$ cat config.mk
export PLATFORM = sky130hd
export DESIGN_NAME = station_frame_signal_parser_unit
export DESIGN_NICKNAME = d
export VERILOG_FILES = /design/src/rtl/core/sfsp_pkg.sv /design/src/rtl/core/sfsp_frame.sv /design/src/rtl/core/sfsp_decode.sv /design/src/rtl/core/sfsp_out_buf.sv /design/src/rtl/core/station_frame_signal_parser_unit.sv
export SDC_FILE = /design/constraint.sdc
export NUM_CORES = 1
export LEC_CHECK = 0
export ABC_AREA = 1
export BUFFER_PORTS_ARGS = -buffer_cell sky130_fd_sc_hd__buf_2
export CORE_MARGIN = 2
export CORE_UTILIZATION = 40
export DETAILED_ROUTE_END_ITERATION = 10
export PLACE_DENSITY_LB_ADDON = 0.3
export RECOVER_POWER = 50
export SETUP_SLACK_MARGIN = 0.3
export SYNTH_ARGS = -nofsm -noshare
export SYNTH_HDL_FRONTEND = slang
export SYNTH_SLANG_ARGS = --single-unit
export TNS_END_PERCENT = 5
$ cat constraint.sdc
create_clock -name clock -period 18.5 [get_ports clock]
set_input_delay 5.55 -clock clock [delete_from_list [all_inputs] [get_ports clock]]
set_output_delay 5.55 -clock clock [all_outputs]
set_load 0.01 [all_outputs]
$ cat src/rtl/core/sfsp_pkg.sv
// shared types, constants and helper functions for the station frame signal parser
`default_nettype none

package sfsp_pkg;

   localparam int unsigned MaxFrameDefault = 256;
   localparam int unsigned HeadDepth       = 4;
   localparam int unsigned HeadCountW      = 3;
   localparam int unsigned StationW        = 7;
   localparam logic [7:0]  CrByte          = 8'h0d;

   typedef logic [7:0] char_type;

   typedef struct packed {
      logic [HeadCountW-1:0] head_count;
      char_type [HeadDepth-1:0] head_chars;
   } frame_view_type;

   typedef struct packed {
      logic       frame_end;
      logic [7:0] signal_code;
   } result_type;

   typedef struct packed {
      logic       valid;
      logic [3:0] nibble;
   } hex_digit_type;

   function automatic hex_digit_type hex_value(input char_type ch);
      hex_digit_type result;
      char_type      diff;
      result = '{valid: 1'b0, nibble: 4'd0};
      diff   = 8'd0;
      if (ch >= 8'h30 && ch <= 8'h39) begin
         diff   = ch - 8'h30;
         result = '{valid: 1'b1, nibble: diff[3:0]};
      end else if (ch >= 8'h61 && ch <= 8'h66) begin
         diff   = ch - 8'h57;
         result = '{valid: 1'b1, nibble: diff[3:0]};
      end else if (ch >= 8'h41 && ch <= 8'h46) begin
         diff   = ch - 8'h37;
         result = '{valid: 1'b1, nibble: diff[3:0]};
      end
      return result;
   endfunction

   // two ascii decimal digits of the station number modulo 100, tens first
   function automatic logic [15:0] station_digits(input logic [StationW-1:0] station);
      logic [StationW-1:0] st;
      logic [14:0]         prod;
      logic [3:0]          tens;
      logic [StationW-1:0] tens_x10;
      logic [StationW-1:0] ones;
      st       = (station >= StationW'(100)) ? station - StationW'(100) : station;
      prod     = 15'(st) * 15'd205;
      tens     = prod[14:11];
      tens_x10 = StationW'(tens) * StationW'(10);
      ones     = st - tens_x10;
      return {8'h30 + 8'(tens), 8'h30 + 8'(ones)};
   endfunction

endpackage

`default_nettype wire

$ cat src/rtl/core/sfsp_frame.sv
// frame collector: byte count and capture of the first frame characters
`default_nettype none

module sfsp_frame #(
   parameter int unsigned MAX_FRAME = sfsp_pkg::MaxFrameDefault
) (
   input  wire logic                    clock,
   input  wire logic                    reset,
   input  wire logic                    accept,
   input  wire sfsp_pkg::char_type      rx_byte,
   output sfsp_pkg::frame_view_type     view
);

   localparam int unsigned CntW = $clog2(MAX_FRAME + 1);
   localparam logic [CntW-1:0] MaxCnt = CntW'(MAX_FRAME);
   localparam logic [CntW-1:0] HeadLimit = CntW'(sfsp_pkg::HeadDepth);

   logic [CntW-1:0]    count_ff, count_in;
   sfsp_pkg::char_type [sfsp_pkg::HeadDepth-1:0] head_ff;
   logic               head_we;

   always_comb begin
      count_in = count_ff;
      head_we  = 1'b0;
      if (accept) begin
         if (rx_byte == sfsp_pkg::CrByte) begin
            count_in = '0;
         end else if (count_ff == MaxCnt) begin
            count_in = '0;
         end else begin
            head_we  = (count_ff < HeadLimit);
            count_in = count_ff + CntW'(1);
         end
      end
   end

   always_ff @(posedge clock) begin
      if (reset) begin
         count_ff <= '0;
      end else begin
         count_ff <= count_in;
      end
   end

   always_ff @(posedge clock) begin
      if (head_we) begin
         head_ff[count_ff[1:0]] <= rx_byte;
      end
   end

   assign view.head_count = (count_ff < HeadLimit) ? count_ff[sfsp_pkg::HeadCountW-1:0]
                                                   : sfsp_pkg::HeadCountW'(sfsp_pkg::HeadDepth);
   assign view.head_chars = head_ff;

endmodule

`default_nettype wire

$ cat src/rtl/core/sfsp_decode.sv
// station match and hex signal decode at frame end
`default_nettype none

module sfsp_decode (
   input  wire logic [sfsp_pkg::StationW-1:0] station,
   input  wire sfsp_pkg::frame_view_type      view,
   input  wire sfsp_pkg::char_type            rx_byte,
   output sfsp_pkg::result_type               result
);

   logic [15:0]             digits;
   logic                    station_match;
   sfsp_pkg::hex_digit_type hi_digit;
   sfsp_pkg::hex_digit_type lo_digit;
   logic [7:0]              code;

   always_comb begin
      digits        = sfsp_pkg::station_digits(station);
      station_match = (view.head_count >= sfsp_pkg::HeadCountW'(2))
                      && (view.head_chars[0] == digits[15:8])
                      && (view.head_chars[1] == digits[7:0]);
      hi_digit      = sfsp_pkg::hex_value(view.head_chars[2]);
      lo_digit      = sfsp_pkg::hex_value(view.head_chars[3]);
      code          = 8'd0;
      if (station_match && view.head_count >= sfsp_pkg::HeadCountW'(3) && hi_digit.valid) begin
         if (view.head_count >= sfsp_pkg::HeadCountW'(4) && lo_digit.valid) begin
            code = {hi_digit.nibble, lo_digit.nibble};
         end else begin
            code = {4'd0, hi_digit.nibble};
         end
      end
      result.frame_end   = (rx_byte == sfsp_pkg::CrByte);
      result.signal_code = result.frame_end ? code : 8'd0;
   end

endmodule

`default_nettype wire

$ cat src/rtl/core/sfsp_out_buf.sv
// result register with skid stage
`default_nettype none

module sfsp_out_buf (
   input  wire logic                 clock,
   input  wire logic                 reset,
   input  wire logic                 in_valid,
   output logic                      in_stall,
   input  wire sfsp_pkg::result_type in_data,
   output logic                      out_valid,
   input  wire logic                 out_stall,
   output sfsp_pkg::result_type      out_data
);

   logic                 out_valid_ff, out_valid_in;
   logic                 skid_valid_ff, skid_valid_in;
   sfsp_pkg::result_type out_ff, out_in;
   sfsp_pkg::result_type skid_ff, skid_in;
   logic                 in_accept;
   logic                 out_free;

   assign in_accept = in_valid && !skid_valid_ff;
   assign out_free  = !out_valid_ff || !out_stall;

   always_comb begin
      out_valid_in  = out_valid_ff;
      skid_valid_in = skid_valid_ff;
      out_in        = out_ff;
      skid_in       = skid_ff;
      if (out_free) begin
         if (skid_valid_ff) begin
            out_in        = skid_ff;
            out_valid_in  = 1'b1;
            skid_valid_in = 1'b0;
         end else if (in_accept) begin
            out_in       = in_data;
            out_valid_in = 1'b1;
         end else begin
            out_valid_in = 1'b0;
         end
      end else if (in_accept) begin
         skid_in       = in_data;
         skid_valid_in = 1'b1;
      end
   end

   always_ff @(posedge clock) begin
      if (reset) begin
         out_valid_ff  <= 1'b0;
         skid_valid_ff <= 1'b0;
      end else begin
         out_valid_ff  <= out_valid_in;
         skid_valid_ff <= skid_valid_in;
      end
   end

   always_ff @(posedge clock) begin
      out_ff  <= out_in;
      skid_ff <= skid_in;
   end

   assign in_stall  = skid_valid_ff;
   assign out_valid = out_valid_ff;
   assign out_data  = out_ff;

endmodule

`default_nettype wire

$ cat src/rtl/core/station_frame_signal_parser_unit.sv
// top level of the station frame signal parser
//
// Takes one received byte per transaction and returns one result per byte, one byte per
// cycle sustained; the rate is set by the result register and its skid stage, which
// stall the input only when both are full.
// A carriage return closes the frame: if the first two characters are the station
// number (modulo 100) as two decimal digits, the signal code is decoded from one or two
// hex digits at positions 2 and 3, else it is 0. A frame longer than MAX_FRAME bytes
// drops the byte and restarts the count. Write the station register only while idle.
`default_nettype none

module station_frame_signal_parser_unit #(
   parameter int unsigned MAX_FRAME = sfsp_pkg::MaxFrameDefault
) (
   input  wire logic                          clock,
   input  wire logic                          reset,
   input  wire logic                          req_valid,
   output logic                               req_stall,
   input  wire logic [7:0]                    req_rx_byte,
   output logic                               rsp_valid,
   input  wire logic                          rsp_stall,
   output logic                               rsp_frame_end,
   output logic [7:0]                         rsp_signal_code,
   input  wire logic                          csr_wr_en,
   input  wire logic [sfsp_pkg::StationW-1:0] csr_wr_data
);

   logic [sfsp_pkg::StationW-1:0] station_ff;
   logic                          req_accept;
   sfsp_pkg::frame_view_type      view;
   sfsp_pkg::result_type          result;
   sfsp_pkg::result_type          rsp_data;

   always_ff @(posedge clock) begin
      if (reset) begin
         station_ff <= '0;
      end else if (csr_wr_en) begin
         station_ff <= csr_wr_data;
      end
   end

   assign req_accept = req_valid && !req_stall;

   sfsp_frame #(
      .MAX_FRAME (MAX_FRAME)
   ) u_frame (
      .clock   (clock),
      .reset   (reset),
      .accept  (req_accept),
      .rx_byte (req_rx_byte),
      .view    (view)
   );

   sfsp_decode u_decode (
      .station (station_ff),
      .view    (view),
      .rx_byte (req_rx_byte),
      .result  (result)
   );

   sfsp_out_buf u_out_buf (
      .clock     (clock),
      .reset     (reset),
      .in_valid  (req_valid),
      .in_stall  (req_stall),
      .in_data   (result),
      .out_valid (rsp_valid),
      .out_stall (rsp_stall),
      .out_data  (rsp_data)
   );

   assign rsp_frame_end   = rsp_data.frame_end;
   assign rsp_signal_code = rsp_data.signal_code;

   // skid stage holds a transaction only behind a full result register
   assert property (@(posedge clock) disable iff (reset) req_stall |-> rsp_valid)
      else $error("skid stage full with empty result register");

   // every accepted byte leaves a valid result in the next cycle, though it may be an earlier one held by a stall
   assert property (@(posedge clock) disable iff (reset) req_accept |=> rsp_valid)
      else $error("accepted byte gave no result");

   // a code is only reported on a frame end
   assert property (@(posedge clock) disable iff (reset)
      (rsp_valid && !rsp_frame_end) |-> (rsp_signal_code == 8'd0))
      else $error("signal code outside frame end");

endmodule

`default_nettype wire

# --- Yosys cells after proc, flatten, opt, wreduce, memory -nomap -nowiden ---
# Cells that the tools add are included.
op_classes:
  n_addsub: 11
  multipliers: 2
  order_cmp: 19
  n_eq_ne: 4
  muxes: 23
  bitwise_logic: 1
  n_reduce_logical: 21
op_table:
  columns: ["op", "n"]
  rows:
  - ["2-to-1 mux 9 bit", 4]
  - ["bitwise mux 32 bit", 1]
  - [">= comparator 8 x 7 -> 1 bit (second input constant)", 4]
  - ["<= comparator 8 x 7 -> 1 bit (second input constant)", 4]
  - ["2-to-1 mux 8 bit", 4]
  - ["2-to-1 mux 5 bit", 6]
  - ["demux 8 bit (select 2 bit)", 1]
  - ["== test 8 bit", 2]
  - [">= comparator 8 x 6 -> 1 bit (second input constant)", 2]
  - ["<= comparator 8 x 6 -> 1 bit (second input constant)", 2]
  - ["subtractor 4 x 3 -> 4 bit (second input constant)", 4]
  - ["multiplier 7 x 8 -> 15 bit (second input constant)", 1]
  - ["logical AND 1 bit", 13]
  - ["adder 9 x 1 -> 9 bit (second input constant)", 1]
  - ["== test 9 bit (second input constant)", 1]
  - ["< comparator 9 x 3 -> 1 bit (second input constant)", 1]
  - ["adder 6 x 7 -> 8 bit (first input constant)", 1]
  - ["== test 8 x 4 -> 1 bit (second input constant)", 1]
  - ["subtractor 4 x 1 -> 4 bit (second input constant)", 2]
  - ["adder 6 x 4 -> 7 bit (first input constant)", 1]
  - [">= comparator 7 bit (second input constant)", 1]
  - ["2-to-1 mux 7 bit", 1]
  - ["subtractor 7 bit", 1]
  - ["subtractor 7 bit (second input constant)", 1]
  - ["13 further kinds", 21]
word_totals:
  regBits: 68
  in_bits: 20
  out_inout_bits: 11

# --- Depth between registers and ports, before layout ---
depth:
  word_depth: 14
  depth_mapped: 46
  depth_no_buf: 46

# --- Hierarchy ---
# A second synthesis with hierarchy kept.
unflattened:
  hier_cells: 602
  hier_area_um2: 4906.0
by_module_without_submodules:
  columns: ["module", "instances", "cells_each", "area_each_um2"]
  rows:
  - ["sfsp_decode", 1, 373, 2298.5]
  - ["sfsp_frame", 1, 125, 1571.5]
  - ["sfsp_out_buf", 1, 58, 742.0]
  - ["station_frame_signal_parser_unit", 1, 46, 294.0]

# --- Worst setup path after synthesis ---
# No wires, ideal clock.
synth_path:
  kind: "input -> register"
  startpoint: "input req_rx_byte[5]"
  endpoint: "register u_out_buf.out_ff (netlist bit u_out_buf.out_data[2]) (data pin)"
  setup_time_ns: 0.146
  arrival_ns: 6.850
  t_required_ns: 18.354
  slack_ns: 11.504
  cell_stages: 9
  cell_sequence: "nor4_1 -> and2_1 -> clkbuf_1 -> inv_1 -> nor2_1 -> inv_1 -> o22ai_1 -> nand3_1 -> a21oi_1"
synth_lines:
  columns: ["element", "line", "rtl"]
  rows:
  - ["from (decl)", "station_frame_signal_parser_unit.sv:19", "input wire logic [7:0] req_rx_byte,"]
  - ["to (signal assigned)", "sfsp_out_buf.sv:58", "out_ff <= out_in;"]
  - ["to (decl)", "sfsp_out_buf.sv:17", "sfsp_pkg::result_type out_ff, out_in;"]

==> qor.csv <==
metric,value,unit
drt_wl_total,10.7,mm
grt_max_degree,19,
synth.distinct_cells,45,
p_leak,0.00249,uW
cts_hold_buf,0,
drt_pass1_iterations,5,
htreeDepth,3,
die_area,13300,um2
die_x,115,um
worstSetupPathType,flip-flop to flip-flop,
grt_first_pass_wirelength,18.7,mm
rows,40,
synthCells,598,
hp-class,flip-flop to flip-flop,
antenna_found_initial,0,
detail-route-antenna-nets,0,
synth_edf_count,50,
finalSetupTns,0,ps
pin_count,31,
final_util,0.462,
r2r_cells,40,
timing.fmax,0.129,GHz
grt_pass1_vias,4166,
stdcell_count,809,
cts_buffer_depth,2,
arrival,7910,ps
timing.slew.headroom,0.373,
crit_path_start,station_ff[2]$_SDFFE_PP0P_,
multi_input_area,2690,um2
reg2reg_to,u_out_buf.skid_ff[6]$_DFFE_PP_,
cts_resized,0,
final_common_cell,nand2_1,
status,"finished, final reports clean",
area_delta_synth_final,12.3,%
setup_ws,10780,ps
core_region_area,12100,um2
final_cell_mix,"nand2_1 (102), inv_1 (100), nor2_1 (56)",
hold_ws,504,ps
wl_per_cell,13.3,um
post_cts_buffers,0,
hold_end,u_frame.count_ff[6]$_SDFFE_PP0P_,
n_antenna_cell,0,
period_share,0.418,
maxCapViolCount,0,
synth.area.top_cells,"edfxtp_1 (30%), ha_1 (13%), nand2_1 (7.7%)",
fill_cells,1137,
crit_fanout,6,
synth_ff_type,edfxtp_1,
syn_nets,681,
via_per_inst,5.06,
hold_viol_final,0,
yosys.area.top_type,edfxtp_1,
cts_buffers,9,
vdd_drop_max,89.4,uV
setup_viol,0,
gp_congestion,0.874,
ys_seq_area_frac,0.375,
drv_slew,0,
cp.required,18680,ps
syn_area,4970,um2
ys_warn_count,0,
place_ws,10870,ps
finClkSkew,7.65,ps
cpPeakStageDelay,650,ps
overflow,0,
dp_hpwl,8.66,mm
grt_setup_unrepaired,no,
portBuffers,30,
tritoncts,built,
num_vias,4094,
cts_root_buffer,clkbuf_16,
initial_core_util,0.412,
drt_iter0_drc,226,
period_needed,7730,ps
grtUsageTotal,0.175,
clk_latency,330,ps
post-place-cells,793,
drc,0,
min_from,u_frame.count_ff[5]$_SDFFE_PP0P_,
tightest_slew,941,ps
cp_common_cell,ha_1,
start_kind,flip-flop,
reg2reg_slack,10780,ps
regArea,1860,um2
hold_depth,2,
die_y,115,um
yosysTopAreaCellShare,0.302,
cellPowerDensity,91.7,nW/um2
finalNetCount,719,
drive_above_1_share,0.0998,
ys_seq_elements,68,
cts_sinks,68,
regToRegStartpoint,station_ff[2]$_SDFFE_PP0P_,
clkTransAtPathRegs,60,ps
slowest_stage,o21ai_0,
end_kind,flip-flop,
synth-async-reset-ratio,0,
synth_area_per_cell,8.31,um2
-- critical path: cells and delay by family (launching register included) --
family                     cells  cell delay (ps)
buffers and inverters          4              270
xor gates and xnor gates       1              180
and+or+nand+nor               22             2540
adders and majority gates     11             3350
AOI/OAI and AO/OA              2              770
DFF                            1              460
-- sequential cells by signal, indices dropped and copies added, names as in the netlist --
name and count:
station_ff 7, u_frame.count_ff 9, u_out_buf.out_data 9, u_out_buf.skid_ff 9
u_out_buf.out_valid 1, u_out_buf.in_stall 1, u_frame.view 32
-- kinds of logic (layout without fill, tap and decap cells) --
family	Yosys count	count (layout)	share of synthesized area
AO/OA/AOI/OAI	80	80	0.0902
adder cells (fa/ha/maj)	63	63	0.174
flip-flops	68	68	0.375
buffers and inverters	110	153	0.0836
AND/OR/NAND/NOR	264	264	0.255
XOR/XNOR	13	13	0.0229
-- stage by stage --
stage,area (um2),total power [uW]
finish,5580,511
global route,5580,550
CTS,5600,516
detailed placement,5320,353
global placement,5320,349
floorplan,4970,313
-- routing by layer --
| layer | vias up | wire length [um] | global-route usage |
|---|---|---|---|
| met4 | 0 | 201 | 0.0715 |
| li1 | 2065 | - | - |
| met5 | - | 0 | 0 |
| met2 | 81 | 5330 | 0.304 |
| met3 | 18 | 346 | 0.0303 |
| met1 | 1930 | 4860 | 0.217 |
-- how the worst max path moves through the flow --
stage | end | slack, ps | cells past startpoint
3_5_place_dp | u_out_buf.out_data[0]$_DFFE_PP_ | 10870 | 40
3_3_place_gp | u_out_buf.out_data[1]$_DFFE_PP_ | 10970 | 9
4_1_cts | u_out_buf.skid_ff[6]$_DFFE_PP_ | 10820 | 40
6_report | u_out_buf.skid_ff[6]$_DFFE_PP_ | 10780 | 40
5_1_grt | u_out_buf.skid_ff[6]$_DFFE_PP_ | 10160 | 41
2_1_floorplan | u_out_buf.out_data[2]$_DFFE_PP_ | 11500 | 9
-- layout make-up --
class	instances	area share
Tap cell	168	0.0377
Clock inverter	3	0.00314
Clock buffer	13	0.0485
Sequential cell	68	0.334
Multi-Input combinational cell	420	0.482
Timing Repair Buffer	30	0.0224
Inverter	107	0.0722
-- power breakdown --
group          total, uW  leakage [uW]  internal (uW)  switching, uW
combinational        175       0.00173           61.9            113
clock                162      0.000146            102           60.2
sequential           174      0.000615            170           4.17
total                511       0.00249            334            177
-- Yosys cell counts (all sizes together), types with 3 or more instances --
library cell  count
nand2           116
inv             105
nor2             60
ha               53
edfxtp           50
nand3            47
a21oi            45
o21ai            23
dfxtp            18
nor3             12
nand4            11
fa               10
xor2             10
nand3b            8
nor3b             3
o31ai             3
xnor2             3
No activity file was read; power rests on OpenSTA's default activity.
